## config.mk

```make
export PLATFORM = sky130hd
export DESIGN_NAME = metaball_field_shader
export DESIGN_NICKNAME = d
export VERILOG_FILES = /design/src/rtl/core/mfs_pkg.sv /design/src/rtl/core/metaball_field_shader.sv /design/src/rtl/core/mfs_blob_regs.sv /design/src/rtl/core/mfs_divider.sv
export SDC_FILE = /design/constraint.sdc
export NUM_CORES = 1
export LEC_CHECK = 0
export BUFFER_PORTS_ARGS = -buffer_cell sky130_fd_sc_hd__buf_2
export CORE_ASPECT_RATIO = 1.2
export CORE_MARGIN = 2
export CORE_UTILIZATION = 39
export DETAILED_ROUTE_END_ITERATION = 10
export PLACE_DENSITY = 0.61
export SLEW_MARGIN = 20
export SYNTH_ARGS = -nofsm -noshare
export SYNTH_HDL_FRONTEND = slang
export SYNTH_SLANG_ARGS = --single-unit
export TNS_END_PERCENT = 20
```

## constraint.sdc

```tcl
create_clock -name clk -period 20.9 [get_ports clk]
set_input_delay 2.09 -clock clk [delete_from_list [all_inputs] [get_ports clk]]
set_output_delay 2.09 -clock clk [all_outputs]
set_load 0.02 [all_outputs]
```

## src/rtl/core/mfs_pkg.sv

```systemverilog
// Shared types, constants and codes for the metaball field shader.
`default_nettype none
package mfs_pkg;

    // Blob table and screen size.
    localparam int NUM_BLOBS   = 4;
    localparam int HALF_WIDTH  = 160;
    localparam int HALF_HEIGHT = 120;
    localparam int BLOB_IDX_W  = (NUM_BLOBS > 1) ? $clog2(NUM_BLOBS) : 1;
    localparam logic [BLOB_IDX_W-1:0] LAST_BLOB = BLOB_IDX_W'(NUM_BLOBS - 1);

    // Field widths.
    localparam int COORD_W  = 12;
    localparam int RADIUS_W = 10;
    localparam int PIXEL_W  = 8;
    localparam int GAIN_W   = 9;
    localparam int CFG_IDX_W = 2;
    localparam int D2_W     = 26;
    localparam int NUMER_W  = 32;
    localparam int SUM_W    = 14;
    localparam int QUO_BITS = 14;

    // Field sum and ramp constants.
    localparam logic [SUM_W-1:0] SUM_MAX  = 14'd8192;
    localparam logic [D2_W-1:0]  D2_BIAS  = 26'd256;
    localparam logic [15:0]      KNEE_LO5 = 16'd16384;
    localparam logic [15:0]      KNEE_HI5 = 16'd32768;
    localparam logic [7:0]       LOW_TOP  = 8'd60;
    localparam logic [15:0]      MID_SPAN = 16'd195;
    localparam logic [15:0]      LOW_SCALE = 16'd300;

    // Gain register reset values.
    localparam logic [GAIN_W-1:0] RED_GAIN_RST   = 9'd256;
    localparam logic [GAIN_W-1:0] GREEN_GAIN_RST = 9'd128;
    localparam logic [GAIN_W-1:0] BLUE_GAIN_RST  = 9'd0;

    // Register indexes.
    localparam logic [CFG_IDX_W-1:0] REG_RED_GAIN   = 2'd0;
    localparam logic [CFG_IDX_W-1:0] REG_GREEN_GAIN = 2'd1;
    localparam logic [CFG_IDX_W-1:0] REG_BLUE_GAIN  = 2'd2;

    // Operation codes.
    localparam logic OP_LOAD  = 1'b0;
    localparam logic OP_PIXEL = 1'b1;

    typedef struct packed {
        logic                   op;
        logic [1:0]             blob_index;
        logic [COORD_W-1:0]     blob_x;
        logic [COORD_W-1:0]     blob_y;
        logic [RADIUS_W-1:0]    blob_radius;
        logic [PIXEL_W-1:0]     pixel_x;
        logic [PIXEL_W-1:0]     pixel_y;
    } in_t;

    typedef struct packed {
        logic [15:0] color;
        logic [7:0]  intensity;
    } out_t;

    typedef struct packed {
        logic [COORD_W-1:0]  x;
        logic [COORD_W-1:0]  y;
        logic [RADIUS_W-1:0] radius;
    } blob_t;

    typedef struct packed {
        logic                  we;
        logic [BLOB_IDX_W-1:0] idx;
        blob_t                 blob;
    } blob_wr_t;

    typedef struct packed {
        logic               start;
        logic [NUMER_W-1:0] numer;
        logic [D2_W-1:0]    denom;
    } div_req_t;

    typedef struct packed {
        logic             done;
        logic [SUM_W-1:0] quotient;
    } div_rsp_t;

endpackage
`default_nettype wire

```

## src/rtl/core/metaball_field_shader.sv

```systemverilog
// Metaball field shader top level: sequencer, shared multiplier, ramp and RGB565 packing.
`default_nettype none
// A load transfer (op = 0) writes one blob slot and gives no result; a
// slot at or beyond the blob count is dropped. A pixel transfer (op = 1)
// inside the half-resolution screen gives one result; one outside it is
// dropped without a result. For each blob the sequencer forms dx^2, dy^2
// and r^2 on one shared 16x16 multiplier, then the divider registers the
// request, checks for a term of 4.0 or more and, unless it saturates
// there to 2.0, produces the Q2.12 term r^2/(d2+1) one quotient bit per
// cycle in fourteen steps; the term is added into the saturating field
// sum as the divider's done flag rises. The ramp and the three colour
// gains then use the multiplier in turn (ST_RAMP, ST_COL_R, ST_COL_G,
// ST_COL_B) and the result loads the output register from ST_EMIT.
// in_stall is high while a pixel is in progress. The output register
// holds a finished result until it transfers, and the block takes new
// items meanwhile; a pixel that finishes while the previous result is
// still stalled waits for it. Write the gain registers only while no
// pixel is in progress.
module metaball_field_shader (
    input  logic                           clk,
    input  logic                           rst_n,
    input  logic                           in_valid,
    output logic                           in_stall,
    input  mfs_pkg::in_t                   in_data,
    output logic                           out_valid,
    input  logic                           out_stall,
    output mfs_pkg::out_t                  out_data,
    input  logic                           cfg_we,
    input  logic [mfs_pkg::CFG_IDX_W-1:0]  cfg_index,
    input  logic [mfs_pkg::GAIN_W-1:0]     cfg_data
);

    typedef enum logic [3:0] {
        ST_IDLE,
        ST_MUL_X,
        ST_MUL_Y,
        ST_MUL_R,
        ST_DIV,
        ST_RAMP,
        ST_COL_R,
        ST_COL_G,
        ST_COL_B,
        ST_EMIT
    } state_t;

    state_t                               state_reg, state_next;
    logic [mfs_pkg::PIXEL_W-1:0]          px_reg, px_next;
    logic [mfs_pkg::PIXEL_W-1:0]          py_reg, py_next;
    logic [mfs_pkg::BLOB_IDX_W-1:0]       blob_reg, blob_next;
    logic [mfs_pkg::D2_W-1:0]             d2_reg, d2_next;
    logic [mfs_pkg::SUM_W-1:0]            sum_reg, sum_next;
    logic [7:0]                           inten_reg, inten_next;
    logic [4:0]                           red_reg, red_next;
    logic [5:0]                           grn_reg, grn_next;
    logic [4:0]                           blu_reg, blu_next;
    logic [mfs_pkg::GAIN_W-1:0]           red_gain_reg, red_gain_next;
    logic [mfs_pkg::GAIN_W-1:0]           green_gain_reg, green_gain_next;
    logic [mfs_pkg::GAIN_W-1:0]           blue_gain_reg, blue_gain_next;
    logic                                 out_valid_reg, out_valid_next;
    mfs_pkg::out_t                        out_data_reg, out_data_next;

    mfs_pkg::blob_wr_t                    blob_wr;
    mfs_pkg::blob_t                       blob_rd;
    mfs_pkg::div_req_t                    div_req;
    mfs_pkg::div_rsp_t                    div_rsp;

    logic                                 in_accept;
    logic                                 in_range;
    logic signed [12:0]                   dx;
    logic signed [12:0]                   dy;
    logic signed [15:0]                   mul_a;
    logic signed [15:0]                   mul_b;
    logic signed [31:0]                   prod;
    logic [15:0]                          s5;
    logic [mfs_pkg::SUM_W:0]              acc;
    logic [7:0]                           chan;

    mfs_blob_regs u_blob_regs (
        .clk     (clk),
        .rst_n   (rst_n),
        .wr      (blob_wr),
        .rd_idx  (blob_reg),
        .rd_blob (blob_rd)
    );

    mfs_divider u_divider (
        .clk (clk),
        .rst_n (rst_n),
        .req (div_req),
        .rsp (div_rsp)
    );

    assign in_stall  = (state_reg != ST_IDLE);
    assign in_accept = in_valid && (state_reg == ST_IDLE);
    assign in_range  = ({1'b0, in_data.pixel_x} < 9'(mfs_pkg::HALF_WIDTH)) &&
                       ({1'b0, in_data.pixel_y} < 9'(mfs_pkg::HALF_HEIGHT));

    // Blob load goes straight into the table at the transfer.
    always_comb
    begin
        blob_wr.we = in_accept && (in_data.op == mfs_pkg::OP_LOAD) &&
                     (int'(in_data.blob_index) < mfs_pkg::NUM_BLOBS);
        blob_wr.idx         = mfs_pkg::BLOB_IDX_W'(in_data.blob_index);
        blob_wr.blob.x      = in_data.blob_x;
        blob_wr.blob.y      = in_data.blob_y;
        blob_wr.blob.radius = in_data.blob_radius;
    end

    // Distances in Q.4: pixel * 16 - centre.
    assign dx = $signed({1'b0, px_reg, 4'b0000}) - $signed({1'b0, blob_rd.x});
    assign dy = $signed({1'b0, py_reg, 4'b0000}) - $signed({1'b0, blob_rd.y});
    assign s5 = {sum_reg, 2'b00} + {2'b00, sum_reg};

    // Shared multiplier operand select.
    always_comb
    begin
        mul_a = '0;
        mul_b = '0;
        case (state_reg)
            ST_MUL_X:
            begin
                mul_a = {{3{dx[12]}}, dx};
                mul_b = {{3{dx[12]}}, dx};
            end
            ST_MUL_Y:
            begin
                mul_a = {{3{dy[12]}}, dy};
                mul_b = {{3{dy[12]}}, dy};
            end
            ST_MUL_R:
            begin
                mul_a = {6'b0, blob_rd.radius};
                mul_b = {6'b0, blob_rd.radius};
            end
            ST_RAMP:
            begin
                if (s5 > mfs_pkg::KNEE_LO5)
                begin
                    mul_a = s5 - mfs_pkg::KNEE_LO5;
                    mul_b = mfs_pkg::MID_SPAN;
                end
                else
                begin
                    mul_a = {2'b00, sum_reg};
                    mul_b = mfs_pkg::LOW_SCALE;
                end
            end
            ST_COL_R:
            begin
                mul_a = {8'b0, inten_reg};
                mul_b = {7'b0, red_gain_reg};
            end
            ST_COL_G:
            begin
                mul_a = {8'b0, inten_reg};
                mul_b = {7'b0, green_gain_reg};
            end
            ST_COL_B:
            begin
                mul_a = {8'b0, inten_reg};
                mul_b = {7'b0, blue_gain_reg};
            end
            default:
            begin
                mul_a = '0;
                mul_b = '0;
            end
        endcase
    end

    assign prod = mul_a * mul_b;
    // Channel = (intensity * gain) >> 8, clamped at 255 for gains above 1.0.
    assign chan = prod[16] ? 8'hFF : prod[15:8];
    assign acc  = {1'b0, sum_reg} + {1'b0, div_rsp.quotient};

    always_comb
    begin
        state_next      = state_reg;
        px_next         = px_reg;
        py_next         = py_reg;
        blob_next       = blob_reg;
        d2_next         = d2_reg;
        sum_next        = sum_reg;
        inten_next      = inten_reg;
        red_next        = red_reg;
        grn_next        = grn_reg;
        blu_next        = blu_reg;
        red_gain_next   = red_gain_reg;
        green_gain_next = green_gain_reg;
        blue_gain_next  = blue_gain_reg;
        out_valid_next  = out_valid_reg;
        out_data_next   = out_data_reg;
        div_req.start   = 1'b0;
        div_req.numer   = {prod[19:0], 12'b0};
        div_req.denom   = d2_reg;

        // Drop the held result once it transfers.
        if (out_valid_reg && !out_stall)
        begin
            out_valid_next = 1'b0;
        end

        if (cfg_we)
        begin
            case (cfg_index)
                mfs_pkg::REG_RED_GAIN:   red_gain_next   = cfg_data;
                mfs_pkg::REG_GREEN_GAIN: green_gain_next = cfg_data;
                mfs_pkg::REG_BLUE_GAIN:  blue_gain_next  = cfg_data;
                default:                 red_gain_next   = red_gain_reg;
            endcase
        end

        case (state_reg)
            ST_IDLE:
            begin
                if (in_valid && (in_data.op == mfs_pkg::OP_PIXEL) && in_range)
                begin
                    px_next    = in_data.pixel_x;
                    py_next    = in_data.pixel_y;
                    blob_next  = '0;
                    sum_next   = '0;
                    state_next = ST_MUL_X;
                end
            end
            ST_MUL_X:
            begin
                d2_next    = prod[mfs_pkg::D2_W-1:0] + mfs_pkg::D2_BIAS;
                state_next = ST_MUL_Y;
            end
            ST_MUL_Y:
            begin
                d2_next    = d2_reg + prod[mfs_pkg::D2_W-1:0];
                state_next = ST_MUL_R;
            end
            ST_MUL_R:
            begin
                // Launch r^2 << 12 over d2.
                div_req.start = 1'b1;
                state_next    = ST_DIV;
            end
            ST_DIV:
            begin
                if (div_rsp.done)
                begin
                    sum_next = (acc > {1'b0, mfs_pkg::SUM_MAX}) ? mfs_pkg::SUM_MAX
                                                                 : acc[mfs_pkg::SUM_W-1:0];
                    if (blob_reg == mfs_pkg::LAST_BLOB)
                    begin
                        state_next = ST_RAMP;
                    end
                    else
                    begin
                        blob_next  = blob_reg + 1'b1;
                        state_next = ST_MUL_X;
                    end
                end
            end
            ST_RAMP:
            begin
                // Three segments: flat top, steep middle, shallow low end.
                if (s5 > mfs_pkg::KNEE_HI5)
                begin
                    inten_next = 8'hFF;
                end
                else if (s5 > mfs_pkg::KNEE_LO5)
                begin
                    inten_next = mfs_pkg::LOW_TOP + prod[21:14];
                end
                else
                begin
                    inten_next = prod[21:14];
                end
                state_next = ST_COL_R;
            end
            ST_COL_R:
            begin
                red_next   = chan[7:3];
                state_next = ST_COL_G;
            end
            ST_COL_G:
            begin
                grn_next   = chan[7:2];
                state_next = ST_COL_B;
            end
            ST_COL_B:
            begin
                blu_next   = chan[7:3];
                state_next = ST_EMIT;
            end
            ST_EMIT:
            begin
                // Hold here while the previous result is still stalled.
                if (!out_valid_reg || !out_stall)
                begin
                    out_data_next.color     = {red_reg, grn_reg, blu_reg};
                    out_data_next.intensity = inten_reg;
                    out_valid_next          = 1'b1;
                    state_next              = ST_IDLE;
                end
            end
            default:
            begin
                state_next = ST_IDLE;
            end
        endcase
    end

    always_ff @(posedge clk or negedge rst_n)
    begin
        if (!rst_n)
        begin
            state_reg      <= ST_IDLE;
            blob_reg       <= '0;
            out_valid_reg  <= 1'b0;
            red_gain_reg   <= mfs_pkg::RED_GAIN_RST;
            green_gain_reg <= mfs_pkg::GREEN_GAIN_RST;
            blue_gain_reg  <= mfs_pkg::BLUE_GAIN_RST;
        end
        else
        begin
            state_reg      <= state_next;
            blob_reg       <= blob_next;
            out_valid_reg  <= out_valid_next;
            red_gain_reg   <= red_gain_next;
            green_gain_reg <= green_gain_next;
            blue_gain_reg  <= blue_gain_next;
        end
    end

    always_ff @(posedge clk)
    begin
        px_reg       <= px_next;
        py_reg       <= py_next;
        d2_reg       <= d2_next;
        sum_reg      <= sum_next;
        inten_reg    <= inten_next;
        red_reg      <= red_next;
        grn_reg      <= grn_next;
        blu_reg      <= blu_next;
        out_data_reg <= out_data_next;
    end

    assign out_valid = out_valid_reg;
    assign out_data  = out_data_reg;

endmodule
`default_nettype wire

```

## src/rtl/core/mfs_blob_regs.sv

```systemverilog
// Blob table: centre and radius for each blob, one write port, one read port.
`default_nettype none
module mfs_blob_regs (
    input  logic                            clk,
    input  logic                            rst_n,
    input  mfs_pkg::blob_wr_t               wr,
    input  logic [mfs_pkg::BLOB_IDX_W-1:0]  rd_idx,
    output mfs_pkg::blob_t                  rd_blob
);

    mfs_pkg::blob_t blob_reg [mfs_pkg::NUM_BLOBS];

    always_ff @(posedge clk or negedge rst_n)
    begin
        if (!rst_n)
        begin
            for (int i = 0; i < mfs_pkg::NUM_BLOBS; i++)
            begin
                blob_reg[i] <= '0;
            end
        end
        else if (wr.we)
        begin
            blob_reg[wr.idx] <= wr.blob;
        end
    end

    assign rd_blob = blob_reg[rd_idx];

endmodule
`default_nettype wire

```

## src/rtl/core/mfs_divider.sv

```systemverilog
// Restoring divider for one field term, one quotient bit per cycle, saturating at 2.0.
`default_nettype none
module mfs_divider (
    input  logic              clk,
    input  logic              rst_n,
    input  mfs_pkg::div_req_t req,
    output mfs_pkg::div_rsp_t rsp
);

    logic                          busy_reg, busy_next;
    logic                          chk_reg, chk_next;
    logic                          done_reg, done_next;
    logic [3:0]                    cnt_reg, cnt_next;
    logic [mfs_pkg::D2_W-1:0]      rem_reg, rem_next;
    logic [mfs_pkg::D2_W-1:0]      den_reg, den_next;
    logic [mfs_pkg::QUO_BITS-1:0]  lo_reg, lo_next;
    logic [mfs_pkg::SUM_W-1:0]     quo_reg, quo_next;
    logic [mfs_pkg::D2_W:0]        trial;
    logic                          ge;

    assign trial = {rem_reg, lo_reg[mfs_pkg::QUO_BITS-1]};
    assign ge    = (trial >= {1'b0, den_reg});

    always_comb
    begin
        busy_next = busy_reg;
        chk_next  = chk_reg;
        done_next = 1'b0;
        cnt_next  = cnt_reg;
        rem_next  = rem_reg;
        den_next  = den_reg;
        lo_next   = lo_reg;
        quo_next  = quo_reg;
        if (req.start)
        begin
            // Upper numerator bits seed the remainder; the rest shift in.
            rem_next  = mfs_pkg::D2_W'(req.numer[mfs_pkg::NUMER_W-1:mfs_pkg::QUO_BITS]);
            lo_next   = req.numer[mfs_pkg::QUO_BITS-1:0];
            den_next  = req.denom;
            quo_next  = '0;
            busy_next = 1'b1;
            chk_next  = 1'b1;
        end
        else if (busy_reg && chk_reg)
        begin
            // Quotient of 16384 or more: saturate at once.
            if (rem_reg >= den_reg)
            begin
                quo_next  = mfs_pkg::SUM_MAX;
                busy_next = 1'b0;
                done_next = 1'b1;
            end
            chk_next = 1'b0;
            cnt_next = 4'(mfs_pkg::QUO_BITS - 1);
        end
        else if (busy_reg)
        begin
            rem_next = ge ? mfs_pkg::D2_W'(trial - {1'b0, den_reg})
                          : trial[mfs_pkg::D2_W-1:0];
            quo_next = {quo_reg[mfs_pkg::SUM_W-2:0], ge};
            lo_next  = {lo_reg[mfs_pkg::QUO_BITS-2:0], 1'b0};
            cnt_next = cnt_reg - 4'd1;
            if (cnt_reg == 4'd0)
            begin
                busy_next = 1'b0;
                done_next = 1'b1;
            end
        end
    end

    always_ff @(posedge clk or negedge rst_n)
    begin
        if (!rst_n)
        begin
            busy_reg <= 1'b0;
            chk_reg  <= 1'b0;
            done_reg <= 1'b0;
            cnt_reg  <= '0;
        end
        else
        begin
            busy_reg <= busy_next;
            chk_reg  <= chk_next;
            done_reg <= done_next;
            cnt_reg  <= cnt_next;
        end
    end

    always_ff @(posedge clk)
    begin
        rem_reg <= rem_next;
        den_reg <= den_next;
        lo_reg  <= lo_next;
        quo_reg <= quo_next;
    end

    assign rsp.done     = done_reg;
    assign rsp.quotient = (quo_reg > mfs_pkg::SUM_MAX) ? mfs_pkg::SUM_MAX : quo_reg;

endmodule
`default_nettype wire
```

==> reports/results.ini <==
[yosys]
synth.cell_area_um2=28700
ys_types=104
synth_seq_cells=349
ys_async_sr_fraction_pct=50.7
synth_edf_count=150
yosysWarnings=0
ys_top_cells_by_area=edfxtp_1 16%, dfrtp_1 15%, fa_1 15%
ys_seq_area_share_pct=32.6
synth_top_area_share_pct=15.7
syn_area_per_cell_um2=10.5
netlist_instances=2745
synth_ff_type=dfrtp_1
synth_nets=3230
yosysTopAreaCell=edfxtp_1

[route]
wl_um=77300
via_per_inst=5.48
drt_first_iter_violations=1285
drt_pass1_iterations=5
detail_route.wl_per_cell_um=20.3
drc=0
final_antenna_net_count=0
dr_total_vias=20900

[timing]
drv_slew=0
fin_worst_skew_ps=34.8
max_freq_mhz=81.0
slew_headroom_pct=31.5
setup_tns_ps=0
finalHoldViolCount=0
period_minus_slack_ps=12340
tightest_slew_ps=1020
rsz0062_at_grt=false
period_share_pct=59.0
finalSetupViolations=0

[finish]
final_cells=3807
final_common_cell=inv_1
area_growth_pct=10.1
final_cell_mix=361 x inv_1, 211 x fa_1, 205 x ha_1
drive_gt1_share_pct=16.7
num-nets-final=3316
largest_reg_flops=136

[die]
rows=109
initial_utilization_pct=39.2
io_pins=95
die_y_um=301
die_area_um2=75900
die_w_um=252
core-area_um2=73200

[clock_network]
cts_made_buffers=40
clk_pin_slew_ps=60
cts_resized=0
tritoncts=yes
clk_latency_ps=580
cts_max_level=2
postCtsHoldBufs=0
clockBufferDepth=3
post_cts_buffers=0
root_buffer=clkbuf_16
clock-sinks=349

[job]
drv_cap=0

[global_routing]
grt-ovfl-total=0
grt_pass1_wl_um=122000
antenna_found_initial=5
grt_usage_pct=20.7
grt_max_degree=73
grt_pass1_vias=21400

[critical_path]
r2r_slack_ps=8560
cp.depth=41
cp-end-kind=flop
path_buf_inv=7
r2r_start=blob_reg[0]
worst_ep_arrival_time_ps=12640
rr_worst_depth=41
critPathLaunchType=flop
r2r_end=d2_reg[25]
crit_family=adder cells
cp-endpoint=d2_reg[25]
cp.required_ps=21200
crit_slowest_cell=a22oi_1
cp-startpoint=blob_reg[0]
critPathMaxFanout=39
setup.worst_path.class=flop to flop
crit_path_max_incr_delay_ps=770

[run_status]
status=finished, final reports clean

[placement]
place_inst=3732
dp_hpwl_um=59700
place_congestion=0.925
portBuffers=94

[hold_path]
hold_start=grn_reg[1]
hp-class=flop to flop

==> kinds of logic (layout without fill, tap and decap cells) <==
family                     count (synthesis)  count (layout)  share of synthesized area (%)
and+or+nand+nor                          617             617                           10.5
muxes                                    233             233                           10.4
AOI/OAI and AO/OA                        543             543                           12.5
xor gates and xnor gates                 135             135                           4.17
DFF                                      349             349                           32.6
other                                      0               1                              0
adders and majority gates                416             416                           23.6
buffers and inverters                    452             570                           6.15
==> routing by layer <==
layer / vias up / track usage (%) / part of all wire (%)
met5: - / 0 / 0.034
met4: 4 / 9.76 / 5.2
met3: 192 / 3.48 / 5.3
met2: 573 / 35.4 / 49
met1: 10400 / 25.5 / 41
li1: 9712 / - / -
==> through the flow <==
stage | instance area [µm²] | hold slack [ps] | utilization (%) | worst slack, ps
6_report | 31600 | 412 | 43.2 | 8560
5_1_grt | 31600 | 420 | 43.2 | 7870
4_1_cts | 31600 | 414 | 43.2 | 8270
3_5_place_dp | 30300 | 405 | 41.4 | 8310
3_3_place_gp | 30300 | 402 | 41.4 | 8650
2_1_floorplan | 28700 | 400 | - | 9490
==> worst min path at each step <==
stage | end | slack (ps) | cells after the start
finish | out_data[14] | 410 | 0
floorplan | out_data[10] | 400 | 0
global placement | out_data[20] | 400 | 0
global route | out_data[14] | 420 | 0
CTS | out_data[14] | 410 | 0
detailed placement | out_data[15] | 400 | 0
==> final cells by class <==
class                           instances  area (µm²)
Multi-Input combinational cell       1944       17700
Fill cell                            6991       41600
Clock buffer                           53        1120
Inverter                              366        1370
Tap cell                              943        1180
Sequential cell                       349        9380
Antenna cell                            1        2.50
Timing Repair Buffer                  130         747
Clock inverter                         21         176
==> worst register-to-register path, delay by kind of cell, from the launching register on <==
family                     cells  cell delay (ps)
AOI/OAI and AO/OA             14             3850
xor gates and xnor gates       2              490
adders and majority gates      9             4140
buffers and inverters          7             1280
DFF                            1              340
muxes                          2              840
and+or+nand+nor                7             1120
==> cells in the mapped netlist, types with 35 or more instances <==
cell / number
inv_1: 362
fa_1: 211
ha_1: 205
nor2_1: 184
dfrtp_1: 175
mux2_2: 170
nand2_1: 156
a21oi_1: 150
edfxtp_1: 150
o21ai_0: 122
xnor2_1: 93
a21o_1: 52
clkbuf_1: 52
nand3_1: 45
nor3_1: 40
xor2_1: 40
o21a_1: 39
mux4_2: 36
nand2b_1: 35
Power is not shown: default switching activity piles up to over one toggle a cycle in this logic, so the estimate is an artifact.
